**config.mk**
```make
export PLATFORM = sky130hd
export DESIGN_NAME = i2c_master_six_byte_transfer
export DESIGN_NICKNAME = d
export VERILOG_FILES = /design/src/rtl/i2c6_pkg.sv /design/src/rtl/i2c6_seq.sv /design/src/rtl/i2c_master_six_byte_transfer.sv
export SDC_FILE = /design/constraint.sdc
export NUM_CORES = 1
export LEC_CHECK = 0
export BUFFER_PORTS_ARGS = -buffer_cell sky130_fd_sc_hd__clkbuf_2
export CORE_MARGIN = 2
export CORE_UTILIZATION = 62
export DETAILED_ROUTE_END_ITERATION = 8
export PLACE_DENSITY = 0.87
export SLEW_MARGIN = 20
export SYNTH_ARGS = -nofsm -noshare
export SYNTH_HDL_FRONTEND = slang
export SYNTH_SLANG_ARGS = --single-unit
export TNS_END_PERCENT = 20
```
**constraint.sdc**
```tcl
create_clock -name clk -period 12.3 [get_ports clk]
set_input_delay 1.23 -clock clk [delete_from_list [all_inputs] [get_ports clk]]
set_output_delay 1.23 -clock clk [all_outputs]
set_load 0.02 [all_outputs]
```
**src/rtl/i2c6_pkg.sv**
```systemverilog
// Shared types, bus phase codes, status codes and stream packing for the
// six-byte I2C master. No dependencies; every other file in rtl/ uses it.
`timescale 1ns / 1ps

package i2c6_pkg;

  // Number of data bytes moved per transfer (1 to 8).
  localparam int BYTE_COUNT = 6;

  // Field widths.
  localparam int PAYLOAD_W = 48;
  localparam int IN_W      = 56;
  localparam int OUT_W     = 64;

  // Fixed upper address bits of the target device.
  localparam logic [7:0] ADDR_BASE = 8'h40;

  // Status codes reported with every result.
  localparam logic [2:0] ST_OK          = 3'd0;
  localparam logic [2:0] ST_ADDR_NACK   = 3'd1;
  localparam logic [2:0] ST_DATA_NACK   = 3'd2;
  localparam logic [2:0] ST_STUCK_BEGIN = 3'd3;
  localparam logic [2:0] ST_STUCK_END   = 3'd4;

  // Half-bit bus phases, one-hot.
  typedef enum logic [13:0] {
    PH_IDLE    = 14'b00000000000001,
    PH_START   = 14'b00000000000010,
    PH_ADDR_LO = 14'b00000000000100,
    PH_ADDR_HI = 14'b00000000001000,
    PH_AACK_LO = 14'b00000000010000,
    PH_AACK_HI = 14'b00000000100000,
    PH_DATA_LO = 14'b00000001000000,
    PH_DATA_HI = 14'b00000010000000,
    PH_DACK_LO = 14'b00000100000000,
    PH_DACK_HI = 14'b00001000000000,
    PH_CHECK   = 14'b00010000000000,
    PH_STOP_LO = 14'b00100000000000,
    PH_STOP_HI = 14'b01000000000000,
    PH_DONE    = 14'b10000000000000
  } phase_t;

  // One tick request.
  typedef struct packed {
    logic                 start_request;
    logic                 read_not_write;
    logic [1:0]           device_index;
    logic [PAYLOAD_W-1:0] write_payload;
    logic                 sda_sample;
  } item_t;

  // One tick result.
  typedef struct packed {
    logic                 scl_level;
    logic                 sda_level;
    logic                 busy_res;
    logic                 done_res;
    logic [2:0]           status;
    logic [2:0]           failed_byte;
    logic [PAYLOAD_W-1:0] read_payload;
  } result_t;

  // Unpack a request word: fields from the lowest bit up.
  function automatic item_t unpack_item(input logic [IN_W-1:0] d);
    item_t it;
    it.start_request  = d[0];
    it.read_not_write = d[1];
    it.device_index   = d[3:2];
    it.write_payload  = d[51:4];
    it.sda_sample     = d[52];
    return it;
  endfunction

  // Pack a result word: fields from the lowest bit up, zero filled.
  function automatic logic [OUT_W-1:0] pack_result(input result_t r);
    return {6'b0, r.read_payload, r.failed_byte, r.status,
            r.done_res, r.busy_res, r.sda_level, r.scl_level};
  endfunction

  // Write byte k of the payload; byte 0 sits highest. Bytes that fall
  // outside the 48-bit payload read as zero.
  function automatic logic [7:0] payload_byte(input logic [PAYLOAD_W-1:0] pl,
                                              input logic [2:0] k);
    logic [7:0] b;
    logic [3:0] pos;
    b   = 8'h00;
    pos = 4'(BYTE_COUNT - 1) - {1'b0, k};
    if ({1'b0, k} < 4'(BYTE_COUNT)) begin
      for (int j = 0; j < PAYLOAD_W / 8; j++) begin
        if (pos == 4'(j)) begin
          b = pl[8*j +: 8];
        end
      end
    end
    return b;
  endfunction

endpackage

```
**src/rtl/i2c6_seq.sv**
```systemverilog
// Bus phase sequencer of the six-byte I2C master: transfer state and the
// per-tick drive and status logic. Depends on i2c6_pkg.
`timescale 1ns / 1ps

module i2c6_seq (
  input  logic             clk,
  input  logic             rst_n,
  input  logic             step,
  input  i2c6_pkg::item_t  item,
  output i2c6_pkg::result_t result
);

  i2c6_pkg::phase_t phase_r, phase_nxt;
  logic [3:0]  bit_cnt_r, bit_cnt_nxt;
  logic [2:0]  byte_cnt_r, byte_cnt_nxt;
  logic [7:0]  shift_r, shift_nxt;
  logic        dir_r, dir_nxt;
  logic [i2c6_pkg::PAYLOAD_W-1:0] buf_r, buf_nxt;
  logic [2:0]  code_r, code_nxt;
  logic [2:0]  nack_r, nack_nxt;

  logic        scl, sda, busy, done;
  logic [3:0]  bit_inc;
  logic [2:0]  byte_inc;

  assign bit_inc  = bit_cnt_r + 4'd1;
  assign byte_inc = byte_cnt_r + 3'd1;

  // Phase decode: drive levels for this tick and the state after it.
  always_comb begin
    phase_nxt    = phase_r;
    bit_cnt_nxt  = bit_cnt_r;
    byte_cnt_nxt = byte_cnt_r;
    shift_nxt    = shift_r;
    dir_nxt      = dir_r;
    buf_nxt      = buf_r;
    code_nxt     = code_r;
    nack_nxt     = nack_r;
    scl          = 1'b1;
    sda          = 1'b1;
    busy         = 1'b1;
    done         = 1'b0;
    case (phase_r)
      i2c6_pkg::PH_START: begin
        sda       = 1'b0;
        phase_nxt = i2c6_pkg::PH_ADDR_LO;
      end
      i2c6_pkg::PH_ADDR_LO: begin
        scl       = 1'b0;
        sda       = shift_r[7];
        phase_nxt = i2c6_pkg::PH_ADDR_HI;
      end
      i2c6_pkg::PH_ADDR_HI: begin
        sda         = shift_r[7];
        shift_nxt   = {shift_r[6:0], 1'b0};
        bit_cnt_nxt = bit_inc;
        phase_nxt   = (bit_inc >= 4'd8) ? i2c6_pkg::PH_AACK_LO : i2c6_pkg::PH_ADDR_LO;
      end
      i2c6_pkg::PH_AACK_LO: begin
        scl       = 1'b0;
        phase_nxt = i2c6_pkg::PH_AACK_HI;
      end
      i2c6_pkg::PH_AACK_HI: begin
        if (item.sda_sample) begin
          code_nxt  = i2c6_pkg::ST_ADDR_NACK;
          phase_nxt = i2c6_pkg::PH_CHECK;
        end else begin
          byte_cnt_nxt = 3'd0;
          bit_cnt_nxt  = 4'd0;
          shift_nxt    = dir_r ? 8'h00 : i2c6_pkg::payload_byte(buf_r, 3'd0);
          phase_nxt    = i2c6_pkg::PH_DATA_LO;
        end
      end
      i2c6_pkg::PH_DATA_LO: begin
        scl       = 1'b0;
        sda       = dir_r | shift_r[7];
        phase_nxt = i2c6_pkg::PH_DATA_HI;
      end
      i2c6_pkg::PH_DATA_HI: begin
        sda         = dir_r | shift_r[7];
        shift_nxt   = {shift_r[6:0], dir_r & item.sda_sample};
        bit_cnt_nxt = bit_inc;
        phase_nxt   = (bit_inc >= 4'd8) ? i2c6_pkg::PH_DACK_LO : i2c6_pkg::PH_DATA_LO;
      end
      i2c6_pkg::PH_DACK_LO: begin
        scl       = 1'b0;
        sda       = ~dir_r;
        phase_nxt = i2c6_pkg::PH_DACK_HI;
      end
      i2c6_pkg::PH_DACK_HI: begin
        sda = ~dir_r;
        if (!dir_r && item.sda_sample) begin
          // Slave refused a write byte: record which one and wind down.
          code_nxt  = i2c6_pkg::ST_DATA_NACK;
          nack_nxt  = byte_cnt_r;
          phase_nxt = i2c6_pkg::PH_CHECK;
        end else begin
          if (dir_r) begin
            buf_nxt = {buf_r[i2c6_pkg::PAYLOAD_W-9:0], shift_r};
          end
          byte_cnt_nxt = byte_inc;
          if (byte_inc == 3'd0 || {1'b0, byte_inc} >= 4'(i2c6_pkg::BYTE_COUNT)) begin
            code_nxt  = i2c6_pkg::ST_OK;
            phase_nxt = i2c6_pkg::PH_CHECK;
          end else begin
            bit_cnt_nxt = 4'd0;
            shift_nxt   = dir_r ? 8'h00 : i2c6_pkg::payload_byte(buf_r, byte_inc);
            phase_nxt   = i2c6_pkg::PH_DATA_LO;
          end
        end
      end
      i2c6_pkg::PH_CHECK: begin
        scl = 1'b0;
        if (!item.sda_sample) begin
          code_nxt  = i2c6_pkg::ST_STUCK_END;
          phase_nxt = i2c6_pkg::PH_DONE;
        end else begin
          phase_nxt = i2c6_pkg::PH_STOP_LO;
        end
      end
      i2c6_pkg::PH_STOP_LO: begin
        scl       = 1'b0;
        sda       = 1'b0;
        phase_nxt = i2c6_pkg::PH_STOP_HI;
      end
      i2c6_pkg::PH_STOP_HI: begin
        sda       = 1'b0;
        phase_nxt = i2c6_pkg::PH_DONE;
      end
      i2c6_pkg::PH_DONE: begin
        busy      = 1'b0;
        done      = 1'b1;
        phase_nxt = i2c6_pkg::PH_IDLE;
      end
      default: begin
        // Idle: latch a new request and check that the bus is free.
        busy      = 1'b0;
        phase_nxt = i2c6_pkg::PH_IDLE;
        if (item.start_request) begin
          dir_nxt      = item.read_not_write;
          nack_nxt     = 3'd0;
          bit_cnt_nxt  = 4'd0;
          byte_cnt_nxt = 3'd0;
          buf_nxt      = item.read_not_write ? '0 : item.write_payload;
          shift_nxt    = i2c6_pkg::ADDR_BASE | {5'b0, item.device_index, item.read_not_write};
          if (!item.sda_sample) begin
            code_nxt  = i2c6_pkg::ST_STUCK_BEGIN;
            phase_nxt = i2c6_pkg::PH_DONE;
          end else begin
            code_nxt  = i2c6_pkg::ST_OK;
            phase_nxt = i2c6_pkg::PH_START;
          end
        end
      end
    endcase
  end

  // Result of this tick, taken from the updated status.
  always_comb begin
    result.scl_level    = scl;
    result.sda_level    = sda;
    result.busy_res     = busy;
    result.done_res     = done;
    result.status       = code_nxt;
    result.failed_byte  = nack_nxt;
    result.read_payload = (!busy && dir_nxt) ? buf_nxt : '0;
  end

  // Control state.
  always_ff @(posedge clk) begin
    if (!rst_n) begin
      phase_r    <= i2c6_pkg::PH_IDLE;
      bit_cnt_r  <= 4'd0;
      byte_cnt_r <= 3'd0;
      dir_r      <= 1'b0;
      code_r     <= i2c6_pkg::ST_OK;
      nack_r     <= 3'd0;
    end else if (step) begin
      phase_r    <= phase_nxt;
      bit_cnt_r  <= bit_cnt_nxt;
      byte_cnt_r <= byte_cnt_nxt;
      dir_r      <= dir_nxt;
      code_r     <= code_nxt;
      nack_r     <= nack_nxt;
    end
  end

  // Data shift registers.
  always_ff @(posedge clk) begin
    if (step) begin
      shift_r <= shift_nxt;
      buf_r   <= buf_nxt;
    end
  end

  // The phase register always holds exactly one phase.
  a_phase_onehot: assert property (@(posedge clk) disable iff (!rst_n)
    $onehot(phase_r))
    else $error("phase register lost its one-hot code");

  // A finished transfer always returns to idle on the next tick.
  a_done_to_idle: assert property (@(posedge clk) disable iff (!rst_n)
    (step && phase_r == i2c6_pkg::PH_DONE) |=> (phase_r == i2c6_pkg::PH_IDLE))
    else $error("done tick not followed by idle");

  // Bit counter never runs past one byte.
  a_bit_range: assert property (@(posedge clk) disable iff (!rst_n)
    bit_cnt_r <= 4'd8)
    else $error("bit counter beyond eight");

endmodule

```
**src/rtl/i2c_master_six_byte_transfer.sv**
```systemverilog
// Top level of the six-byte I2C master: request and result registers around
// the bus phase sequencer. Depends on i2c6_pkg and i2c6_seq.
`timescale 1ns / 1ps

// Each request is one half-bit bus tick: it carries the sampled SDA level and,
// in the idle tick, the start request with direction, device index and write
// data. Each request yields exactly one result with the SCL/SDA drive for that
// tick, busy/done flags and the status. The block sustains one request per
// clock unless out_tready holds the result register. A request waits in the
// request register while the sequencer works on it; its result is then
// registered in the result register, from which it is offered. The sequencer
// state advances once per request, so throughput is set by the phase update
// between those two registers.
module i2c_master_six_byte_transfer (
  input  logic                      clk,
  input  logic                      rst_n,
  input  logic                      in_tvalid,
  output logic                      in_tready,
  // start_request[0], read_not_write[1], device_index[3:2],
  // write_payload[51:4], sda_sample[52], zero[55:53]
  input  logic [i2c6_pkg::IN_W-1:0] in_tdata,
  output logic                      out_tvalid,
  input  logic                      out_tready,
  // scl_level[0], sda_level[1], busy_res[2], done_res[3], status[6:4],
  // failed_byte[9:7], read_payload[57:10], zero[63:58]
  output logic [i2c6_pkg::OUT_W-1:0] out_tdata
);

  i2c6_pkg::item_t   item_r;
  logic              in_valid_r;
  logic              out_valid_r;
  logic [i2c6_pkg::OUT_W-1:0] out_data_r;
  i2c6_pkg::result_t result;
  logic              advance;
  logic              in_take;

  // A request moves to the result register when that register is free.
  assign advance   = in_valid_r && (!out_valid_r || out_tready);
  assign in_tready = !in_valid_r || advance;
  assign in_take   = in_tvalid && in_tready;

  // Request register.
  always_ff @(posedge clk) begin
    if (!rst_n) begin
      in_valid_r <= 1'b0;
    end else if (in_take) begin
      in_valid_r <= 1'b1;
    end else if (advance) begin
      in_valid_r <= 1'b0;
    end
  end

  always_ff @(posedge clk) begin
    if (in_take) begin
      item_r <= i2c6_pkg::unpack_item(in_tdata);
    end
  end

  i2c6_seq u_seq (
    .clk    (clk),
    .rst_n  (rst_n),
    .step   (advance),
    .item   (item_r),
    .result (result)
  );

  // Result register.
  always_ff @(posedge clk) begin
    if (!rst_n) begin
      out_valid_r <= 1'b0;
    end else if (advance) begin
      out_valid_r <= 1'b1;
    end else if (out_tready) begin
      out_valid_r <= 1'b0;
    end
  end

  always_ff @(posedge clk) begin
    if (advance) begin
      out_data_r <= i2c6_pkg::pack_result(result);
    end
  end

  assign out_tvalid = out_valid_r;
  assign out_tdata  = out_data_r;

endmodule
```
==> reports/results.txt, run 1 <==
Worst slew margin -> 32.1%
All-Layer GR Usage -> 30.0%
ratio of cells with drive above 1 in the final layout -> 22.6%
Leakage -> 3.83 nW
CTS sink cnt -> 197
Setup TNS -> 0 ns
CTS root buf -> clkbuf_16
I/O pins -> 126
most frequent cells in the layout -> 167 x edfxtp_1, 116 x clkbuf_2, 57 x nor4_1
pin count of the biggest net entering global routing -> 65
DP HPWL -> 15200 um
crit path DAT -> 4.10 ns
PostCTS Resize Cnt -> 0
largest area contributor in the synthesized netlist -> edfxtp_1
Post-synth ARST share -> 0%
DP Area -> 10100 sq um
Crit Path Class -> flop to flop
grt ovf -> 0
VDD IR max -> 0.000104 V
clock buffer count from CTS -> 17
gp weighted congestion -> 0.917
die height -> 128 um
area occupied by multi-input gates -> 3540 sq um
ANT nets after route -> 0
Final Cell Area -> 10700 sq um
nets -> 924
EDFF count, synth -> 167
final setup violation count -> 0
ant diodes -> 0
RSZ-0062 raised after global routing -> false
clk_lat worst skew -> 0.45 ns
commonest non-fill, non-tap cell in the layout -> edfxtp_1
Filler cells -> 996
Setup Skew -> 0.0103 ns
pwr dens -> 140 nW/um^2
Post-CTS Setup Bufs -> 0
vias per std cell -> 7.09
Synth Instances -> 780
Max H-tree Level -> 4
CP Data Required Time -> 12.48 ns
mapped cell area -> 9550 sq um
DP Cell Count -> 1024
Avg Inst Size Synth -> 12.2 sq um
DR vias -> 7496
worst min path class -> flop to flop
register area -> 5620 sq um
Yosys reg bits -> 197
first-pass GRT wire length -> 37600 um
leading post-synthesis cells by cell area -> edfxtp_1 53%, dfxtp_1 6.3%, a221o_1 5.1%
Slew Viols, Final -> 0
CORE AREA -> 15100 sq um
Final Hold Viols -> 0
sequential share of the synthesized area -> 58.8%
Pre-antenna DRT Iters -> 8
critical path endpoint category -> flop
YS warnings -> 0
initial antenna violation count -> 0
CTS tree -> yes
prevailing post-synth register cell -> edfxtp_1
P&R area growth vs syn -> 12.5%
final wirelength -> 24600 um
Place WS -> 8.37 ns
maximum clock frequency -> 255 MHz
Tmin final -> 3.92 ns
slack of the critical path -> 8.38 ns
Yosys cell types -> 76
max-cap violations -> 0
detailed-route wire length per cell -> 23.3 um
IO Port Bufs -> 116
clock-pin transition on the worst setup and hold timing paths -> 0.08 ns
Startpoint Class -> flop
vias in the first global route -> 6786
status -> finished, final reports clean
Initial Util -> 63.0%
worst-path fanout max -> 52
hold bufs inserted after CTS -> 0
DR iter-0 viols -> 1247
Die Span X -> 128 um
total die area -> 16400 sq um
worst slew pin tran -> 1.02 ns
non-filler cells, final -> 1057
share of the synthesized area in the top cell type -> 52.5%
CTS Buffer Depth -> 2
num rows -> 45
DR DRC count -> 0
final cycle utilization of the critical path -> 31.9%
-- cell families (layout without fill, tap and decap cells) --
logic type | Yosys count | in the layout | share of synthesized area, %
buffers and inverters | 90 | 174 | 4.60
other | 1 | 6 | 0.0393
flip-flops | 197 | 197 | 58.8
AO/OA/AOI/OAI | 205 | 205 | 16.8
adder cells (fa/ha/maj) | 8 | 8 | 1.05
AND/OR/NAND/NOR | 266 | 266 | 17.4
XOR/XNOR | 6 | 6 | 0.550
multiplexers | 7 | 7 | 0.773
-- worst max-delay path, cell delays in order (launching register included) --
cell       delay (ns)
dfxtp_1          0.46
nor4_4           0.61
nand4_1          0.41
o2111ai_4        0.16
buf_4            0.52
or4_1            0.44
mux2i_4          0.28
buf_4            0.55
nor2b_1          0.13
-- cell type report --
| type | count | area share, % |
|---|---|---|
| clock buffers | 17 | 3.96 |
| clock inverters | 15 | 1.72 |
| inverters | 14 | 0.512 |
| multi-input cells | 498 | 33.0 |
| flip-flops and latches | 197 | 52.3 |
| well taps | 188 | 2.19 |
| repair buffers | 128 | 6.36 |
-- power breakdown --
group	switching, W	internal, W
clock network	0.000280	0.000292
registers	0.0000272	0.000765
logic	0.0000883	0.0000553
total	0.000395	0.00111
-- cells in the mapped netlist (3+ instances only) --
cell type,count
nand4_1,10
a22o_1,7
inv_1,12
nor2_1,24
nor3_1,13
dfxtp_1,30
buf_4,10
ha_1,8
or4_1,5
a221oi_1,6
buf_2,18
nand2_1,46
o211ai_1,4
clkbuf_1,41
xor2_1,5
nand2b_1,3
and2_1,3
nand3b_1,4
nand3_1,13
a22oi_1,56
nor2b_1,50
buf_6,4
a31oi_1,4
o21ai_0,19
nor4b_1,5
a221o_1,49
edfxtp_1,167
nor2b_4,9
o31ai_1,8
nor4_1,57
a21oi_1,25
o22ai_1,3
mux2i_1,6
-- layer usage --
metal  routed length [um]  vias up  global-route usage, %  part of all wire (%)
met5                    0        -                      0                     0
met4                  636        0                   11.8                   2.6
met3                 2990       68                   6.55                    12
met2                11000      594                   43.8                    45
met1                 9970     3572                   44.4                    40
li1                     -     3262                      -                     -
-- registers in the layout, summed over array words and instances (netlist names) --
name,flops
u_seq.byte_cnt_r,3
u_seq.shift_r,8
u_seq.dir_r,1
u_seq.code_r,3
in_valid_r,1
u_seq.phase_r,14
u_seq.nack_r,3
u_seq.buf_r,48
out_tdata,58
item_r,53
u_seq.bit_cnt_r,4
out_tvalid,1
-- worst paths after layout --
kind	startpoint	end	slack (ns)	cells past startpoint
max	u_seq.phase_r[6]	out_tdata[45]	8.38	8
min	u_seq.bit_cnt_r[1]	u_seq.bit_cnt_r[1]	0.49	2
max reg2reg	u_seq.phase_r[6]	out_tdata[45]	8.38	8
min reg2reg	u_seq.bit_cnt_r[1]	u_seq.bit_cnt_r[1]	0.49	2
-- per-stage QoR --
step           total power, W  utilization, %  hold slack [ns]
2_1_floorplan        0.000899               -            0.450
3_3_place_gp         0.000940            66.8            0.464
3_5_place_dp         0.000944            66.8            0.472
4_1_cts               0.00151            70.8            0.488
5_1_grt               0.00155            70.9            0.504
6_report              0.00151            70.9            0.490
Note: power is estimated with default switching activity, not from simulation.
==> run 2: changes to the inputs <==
--- a/config.mk
+++ b/config.mk
@@ -7,9 +7,9 @@
 export LEC_CHECK = 0
 export BUFFER_PORTS_ARGS = -buffer_cell sky130_fd_sc_hd__clkbuf_2
 export CORE_MARGIN = 2
-export CORE_UTILIZATION = 62
+export CORE_UTILIZATION = 52
 export DETAILED_ROUTE_END_ITERATION = 8
-export PLACE_DENSITY = 0.87
+export PLACE_DENSITY = 0.78
 export SLEW_MARGIN = 20
 export SYNTH_ARGS = -nofsm -noshare
 export SYNTH_HDL_FRONTEND = slang
==> constraint.sdc (replaced) <==
create_clock -name clk -period 3.4 [get_ports clk]
set_input_delay 0.34 -clock clk [delete_from_list [all_inputs] [get_ports clk]]
set_output_delay 0.34 -clock clk [all_outputs]
set_load 0.02 [all_outputs]
==> run 2 against run 1 <==
  * Fmax up 32%
  * Critical endpoint is now out_tdata[39]
  * Final area up 2.3%
  * Count of clock-buffer cells in the layout unchanged
  * Non-clock buffer count up 19
  * First-iteration DRC count down 15%
  * Sequential share of layout area down 1.2 points
  * Routed wire length down 0.38%
  * Core utilization down 9.7 points
  * Worst setup slack worse by 8.0 ns
==> reports/results.txt, run 2 (synthesis gave the netlist of run 1 again) <==
status -> finished, final reports clean (unchanged)
RSZ-0062 raised after global routing -> false (unchanged)
CORE AREA -> 18000 sq um (was 15100 sq um)
num rows -> 49 (was 45)
first-pass GRT wire length -> 38500 um (was 37600 um)
DR vias -> 7368 (was 7496)
P&R area growth vs syn -> 15.1% (was 12.5%)
Place WS -> 0.493 ns (was 8.37 ns)
GR Util met1 -> 36.5% (was 44.4%)
max-cap violations -> 0 (unchanged)
PostCTS Resize Cnt -> 0 (unchanged)
Worst slew margin -> 38.5% (was 32.1%)
flop-to-flop setup slack -> 0.42 ns (was 8.38 ns)
final cycle utilization of the critical path -> 87.5% (was 31.9%)
detailed-route wire length per cell -> 22.0 um (was 23.3 um)
Setup TNS -> 0 ns (unchanged)
ANT nets after route -> 0 (unchanged)
total die area -> 19500 sq um (was 16400 sq um)
clock-pin transition on the worst setup and hold timing paths -> 0.08 ns (about the same)
IO Port Bufs -> 116 (unchanged)
critical path endpoint category -> flop (unchanged)
DP HPWL -> 16300 um (was 15200 um)
Final Cell Area -> 11000 sq um (was 10700 sq um)
Leakage -> 3.94 nW (was 3.83 nW)
CTS tree -> yes (unchanged)
VDD IR max -> 0.000389 V (was 0.000104 V)
Pre-antenna DRT Iters -> 8 (unchanged)
non-filler cells, final -> 1117 (was 1057)
most frequent cells in the layout -> 167 x edfxtp_1, 116 x clkbuf_2, 57 x nor4_1 (unchanged)
worst-path fanout max -> 36 (was 52)
DR iter-0 viols -> 1062 (was 1247)
final wirelength -> 24500 um (was 24600 um)
ratio of cells with drive above 1 in the final layout -> 24.2% (was 22.6%)
pwr dens -> 494 nW/um^2 (was 140 nW/um^2)
worst min path class -> input pin to flop (was flop to flop)
max reg flops -> 58 (unchanged)
clk_lat worst skew -> 0.45 ns (about the same)
vias in the first global route -> 6964 (was 6786)
CTS root buf -> clkbuf_16 (unchanged)
Setup Skew -> 0.0142 ns (was 0.0103 ns)
CTS sink cnt -> 197 (unchanged)
All-Layer GR Usage -> 25.1% (was 30.0%)
Post-CTS Setup Bufs -> 0 (unchanged)
CP Data Required Time -> 3.60 ns (was 12.48 ns)
DR DRC count -> 0 (unchanged)
vias per std cell -> 6.60 (was 7.09)
gp weighted congestion -> 0.915 (was 0.917)
DP Cell Count -> 1085 (was 1024)
Startpoint Class -> flop (unchanged)
Initial Util -> 53.2% (was 63.0%)
nets -> 943 (was 924)
grt ovf -> 0 (unchanged)
hold bufs inserted after CTS -> 0 (unchanged)
worst slew pin tran -> 0.914 ns (was 1.02 ns)
I/O pins -> 126 (unchanged)
GR Layer Usage met3 -> 5.82% (was 6.55%)
crit path DAT -> 3.18 ns (was 4.10 ns)
total design power -> 0.00543 W (was 0.00151 W)
DP Area -> 10400 sq um (was 10100 sq um)
Crit Path Class -> flop to flop (unchanged)
Tmin final -> 2.98 ns (was 3.92 ns)
clock buffer count from CTS -> 17 (unchanged)
ant diodes -> 0 (unchanged)
Max H-tree Level -> 4 (unchanged)
commonest non-fill, non-tap cell in the layout -> edfxtp_1 (unchanged)
maximum clock frequency -> 336 MHz (was 255 MHz)
Die Span X -> 140 um (was 128 um)
M2 GR Usage -> 38.2% (was 43.8%)
slack of the critical path -> 0.424 ns (was 8.38 ns)
Slew Viols, Final -> 0 (unchanged)
GRT Max-Usage Layer -> met2 (was met1)
die height -> 140 um (was 128 um)
initial antenna violation count -> 0 (unchanged)
pin count of the biggest net entering global routing -> 58 (was 65)
Final Hold Viols -> 0 (unchanged)
final setup violation count -> 0 (unchanged)
CTS Buffer Depth -> 2 (unchanged)
run 2: cell count changes in the layout (fill, tap and decap cells not counted):
cell / before / now
clkinv_4: 3 / 2
inv_6: 6 / 2
bufinv_16: 1 / 0
buf_4: 11 / 25
buf_12: 1 / 6
inv_8: 1 / 4
inv_12: 0 / 1
clkinvlp_4: 0 / 2
run 2: final cells by class:
| class | instances | area (sq um) |
|---|---|---|
| inverter | 14 | 55.1 |
| tap | 229 | 287 |
| sequential | 197 | 5620 |
| fill | 1396 | 6970 |
| multi-input combinational | 498 | 3540 |
| clock buffer | 17 | 425 |
| timing repair buffer | 147 | 888 |
| clock inverter | 15 | 176 |
run 2: layer usage:
metal  vias to the layer above  wire length, um
met4                         0              404
met3                        43             2600
li1                       3303                -
met1                      3554            10300
met5                         -                0
met2                       468            11200
run 2: final timing paths:
kind	from	cells after the start	endpoint
max reg2reg	u_seq.phase_r[6]	7	out_tdata[39]
min reg2reg	u_seq.bit_cnt_r[1]	2	u_seq.bit_cnt_r[1]
min	in_tdata[52]	1	item_r[0]
max	u_seq.phase_r[6]	7	out_tdata[39]
run 2: worst max-delay path: stages (launching register included):
cell and delay [ns]:
dfxtp_1 0.58, nor3_1 0.15, nand3_1 0.26, o21ai_0 0.25, or4b_4 0.67, buf_12 0.23, a221o_1 0.42, nor2b_1 0.16
run 2: power breakdown:
part	total [W]	internal [W]	leakage, nW	switching [W]
Clock	0.00203	0.000998	0.286	0.00103
Sequential	0.00287	0.00277	1.82	0.0000992
Combinational	0.000535	0.000214	1.83	0.000320
Total	0.00543	0.00398	3.94	0.00145
run 2: stage by stage:
stage	util [%]	hold slack [ns]
3_5_place_dp	57.8	0.473
2_1_floorplan	-	0.439
6_report	61.2	0.0643
4_1_cts	61.2	0.0563
3_3_place_gp	57.8	0.464
5_1_grt	61.2	0.0553
==> run 3: changes to the inputs <==
--- a/config.mk
+++ b/config.mk
@@ -5,11 +5,12 @@
 export SDC_FILE = /design/constraint.sdc
 export NUM_CORES = 1
 export LEC_CHECK = 0
+export ABC_AREA = 1
 export BUFFER_PORTS_ARGS = -buffer_cell sky130_fd_sc_hd__clkbuf_2
 export CORE_MARGIN = 2
-export CORE_UTILIZATION = 52
+export CORE_UTILIZATION = 59
 export DETAILED_ROUTE_END_ITERATION = 8
-export PLACE_DENSITY = 0.78
+export PLACE_DENSITY = 0.83
 export SLEW_MARGIN = 20
 export SYNTH_ARGS = -nofsm -noshare
 export SYNTH_HDL_FRONTEND = slang
==> constraint.sdc (replaced) <==
create_clock -name clk -period 3.15 [get_ports clk]
set_input_delay 0.315 -clock clk [delete_from_list [all_inputs] [get_ports clk]]
set_output_delay 0.315 -clock clk [all_outputs]
set_load 0.02 [all_outputs]
==> run 3 against run 2 <==
  * Worst hold slack worse by 0.022 ns
  * Sequential share of layout area decreased by 4.4 points
  * Via count increased by 25%
  * Non-clock buffer count shrank 13
  * First-iteration DRC count is 11% lower
  * Critical path type unchanged
  * Critical endpoint is now u_seq.shift_r[3]
  * Largest cell class unchanged
==> reports/results.txt, run 3 <==
CORE AREA -> 17800 sq um (was 18000 sq um)
CTS Buffer Depth -> 2 (unchanged)
worst hold start -> in_tdata[22] (was in_tdata[52])
CTS root buf -> clkbuf_16 (unchanged)
Initial Util -> 59.6% (was 53.2%)
I/O pins -> 126 (unchanged)
crit-path most repeated cell -> ha_1
Filler cells -> 1410 (was 1396)
area occupied by multi-input gates -> 3800 sq um (was 3540 sq um)
Final Hold Viols -> 0 (unchanged)
die height -> 138 um (was 140 um)
Critical Path Start -> u_seq.byte_cnt_r[0] (was u_seq.phase_r[6])
PostCTS Resize Cnt -> 0 (unchanged)
clk_lat worst skew -> 0.44 ns (was 0.45 ns)
DR iter-0 viols -> 941 (was 1062)
Max stage delay on crit path -> 0.36 ns (was 0.67 ns)
Post-CTS Setup Bufs -> 0 (unchanged)
prevailing post-synth register cell -> edfxtp_1 (unchanged)
max reg flops -> 58 (unchanged)
VDD IR max -> 0.000370 V (was 0.000389 V)
reg-to-reg startpoint -> u_seq.byte_cnt_r[0] (was u_seq.phase_r[6])
share of the synthesized area in the top cell type -> 47.1% (was 52.5%)
Pre-antenna DRT Iters -> 6 (was 8)
status -> finished, final reports clean (unchanged)
vias in the first global route -> 8819 (was 6964)
Avg Inst Size Synth -> 8.15 sq um (was 12.2 sq um)
P&R area growth vs syn -> 13.0% (was 15.1%)
first-pass GRT wire length -> 44000 um (was 38500 um)
CTS tree -> yes (unchanged)
vias per std cell -> 5.61 (was 6.60)
worst min path class -> input pin to flop (unchanged)
Crit Path Class -> flop to flop (unchanged)
Synth Instances -> 1306 (was 780)
Max stage delay cell, worst path -> dfxtp_1 (was or4b_4)
most frequent cells in the layout -> 253 x nand2_1, 245 x inv_1, 189 x nor2_1 (was 167 x edfxtp_1, 116 x clkbuf_2, 57 x nor4_1)
clock-pin transition on the worst setup and hold timing paths -> 0.08 ns (about the same)
worst-path fanout max -> 8 (was 36)
critical path's top delay family -> adder cells (was simple AND/OR/NAND/NOR gates)
Worst slew margin -> 46.5% (was 38.5%)
CP Data Required Time -> 3.26 ns (was 3.60 ns)
worst path cell trace -> ha_1 > ha_1 > ha_1 > nor2_1 > nand2_1 > o21ai_0 > o21ai_1 > nor2_1 > nand3_1 > inv_1 (was nor3_1 > nand3_1 > o21ai_0 > or4b_4 > buf_12 > a221o_1 > nor2b_1)
Yosys cell types -> 44 (was 76)
pwr dens -> 507 nW/um^2 (was 494 nW/um^2)
gp weighted congestion -> 0.900 (was 0.915)
largest area contributor in the synthesized netlist -> edfxtp_1 (unchanged)
num rows -> 49 (unchanged)
nets -> 1471 (was 943)
Setup TNS -> 0 ns (unchanged)
YS warnings -> 0 (unchanged)
EDFF count, synth -> 167 (unchanged)
max-cap violations -> 0 (unchanged)
Post-synth top cells -> 253 x nand2_1, 247 x inv_1, 189 x nor2_1, 167 x edfxtp_1, 121 x o21ai_0 (was 167 x edfxtp_1, 57 x nor4_1, 56 x a22oi_1, 50 x nor2b_1, 49 x a221o_1)
hold bufs inserted after CTS -> 0 (unchanged)
Tmin final -> 2.91 ns (was 2.98 ns)
sequential share of the synthesized area -> 52.8% (was 58.8%)
ANT nets after route -> 0 (unchanged)
critical path endpoint category -> flop (unchanged)
commonest non-fill, non-tap cell in the layout -> nand2_1 (was edfxtp_1)
utilization after layout -> 67.4% (was 61.2%)
Slew Viols, Final -> 0 (unchanged)
RSZ-0062 raised after global routing -> false (unchanged)
final setup violation count -> 0 (unchanged)
Yosys reg bits -> 197 (unchanged)
Setup Skew -> 0.0147 ns (was 0.0142 ns)
worst slew pin tran -> 0.801 ns (was 0.914 ns)
CTS sink cnt -> 197 (unchanged)
final cycle utilization of the critical path -> 92.4% (was 87.5%)
grt ovf -> 0 (unchanged)
pin count of the biggest net entering global routing -> 78 (was 58)
maximum clock frequency -> 344 MHz (was 336 MHz)
leading post-synthesis cells by cell area -> edfxtp_1 47%, nand2_1 8.9%, inv_1 8.7% (was edfxtp_1 53%, dfxtp_1 6.3%, a221o_1 5.1%)
Post-synth ARST share -> 0% (unchanged)
initial antenna violation count -> 0 (unchanged)
Die Span X -> 138 um (was 140 um)
All-Layer GR Usage -> 28.7% (was 25.1%)
IO Port Bufs -> 116 (unchanged)
Startpoint Class -> flop (unchanged)
most frequent cell after synthesis -> nand2_1 (was edfxtp_1)
ratio of cells with drive above 1 in the final layout -> 14.9% (was 24.2%)
detailed-route wire length per cell -> 16.7 um (was 22.0 um)
DP HPWL -> 18700 um (was 16300 um)
crit path DAT -> 3.02 ns (was 3.18 ns)
DR DRC count -> 0 (unchanged)
Leakage -> 5.56 nW (was 3.94 nW)
WP buf/inv -> 1 (unchanged)
final wirelength -> 27500 um (was 24500 um)
mapped cell area -> 10600 sq um (was 9550 sq um)
total die area -> 19100 sq um (was 19500 sq um)
ant diodes -> 0 (unchanged)
clock buffer count from CTS -> 17 (unchanged)
register area -> 5620 sq um (unchanged)
DR vias -> 9233 (was 7368)
Max H-tree Level -> 4 (unchanged)
## run 3: metal layers
layer	GRT usage, %	wire [um]	vias to the layer above
met5	0	0	-
li1	-	-	4413
met3	4.23	2350	84
met1	37.8	10900	4221
met2	47.4	13200	515
met4	13.4	1060	0
## run 3: worst paths after layout
kind	endpoint	slack [ns]	depth (start not counted)
setup reg to reg	u_seq.shift_r[3]	0.24	10
setup / recovery	u_seq.shift_r[3]	0.24	10
hold / removal	item_r[19]	0.04	1
hold reg to reg	u_seq.phase_r[13]	0.48	2
## run 3: where the power goes
part	switching (W)	internal, W
clock network	0.00109	0.00114
registers	0.0000826	0.00299
logic	0.000549	0.000242
## run 3: cell type report
class                      count  area share [%]
clock buffer                  17            3.54
clock inverter                15            1.55
inverter                     249            7.80
multi-input combinational    804            31.7
sequential                   197            46.7
tap                          229            2.38
timing repair buffer         134            6.37
## run 3: kinds of logic after synthesis
| logic type | Yosys count | share of synthesized area, % |
|---|---|---|
| adders and majority gates | 8 | 0.941 |
| buffers and inverters | 310 | 11.7 |
| AOI/OAI and AO/OA | 239 | 12.7 |
| and+or+nand+nor | 549 | 21.7 |
| xor gates and xnor gates | 2 | 0.165 |
| other | 1 | 0.0352 |
| DFF | 197 | 52.8 |
## run 3: worst register-to-register path, delay by kind of cell (launching register included)
kind | cells | cell delay (ns)
buffers and inverters | 1 | 0.32
flip-flops | 1 | 0.36
AND/OR/NAND/NOR | 4 | 0.76
AO/OA/AOI/OAI | 2 | 0.26
adder cells (fa/ha/maj) | 3 | 0.88
## run 3: stage by stage
step                      hold WS [ns]  total power, W  cell area, sq um  setup slack, ns  instances
final                           0.0422         0.00610             12000            0.240       1645
after global routing            0.0357         0.00629             12000           0.0184       1645
after CTS                       0.0335         0.00610             12000            0.270       1645
after detailed placement         0.473         0.00390             11400            0.287       1613
after global placement           0.472         0.00388             11400            0.313       1613
after floorplan                  0.414         0.00366             10700            0.349       1311
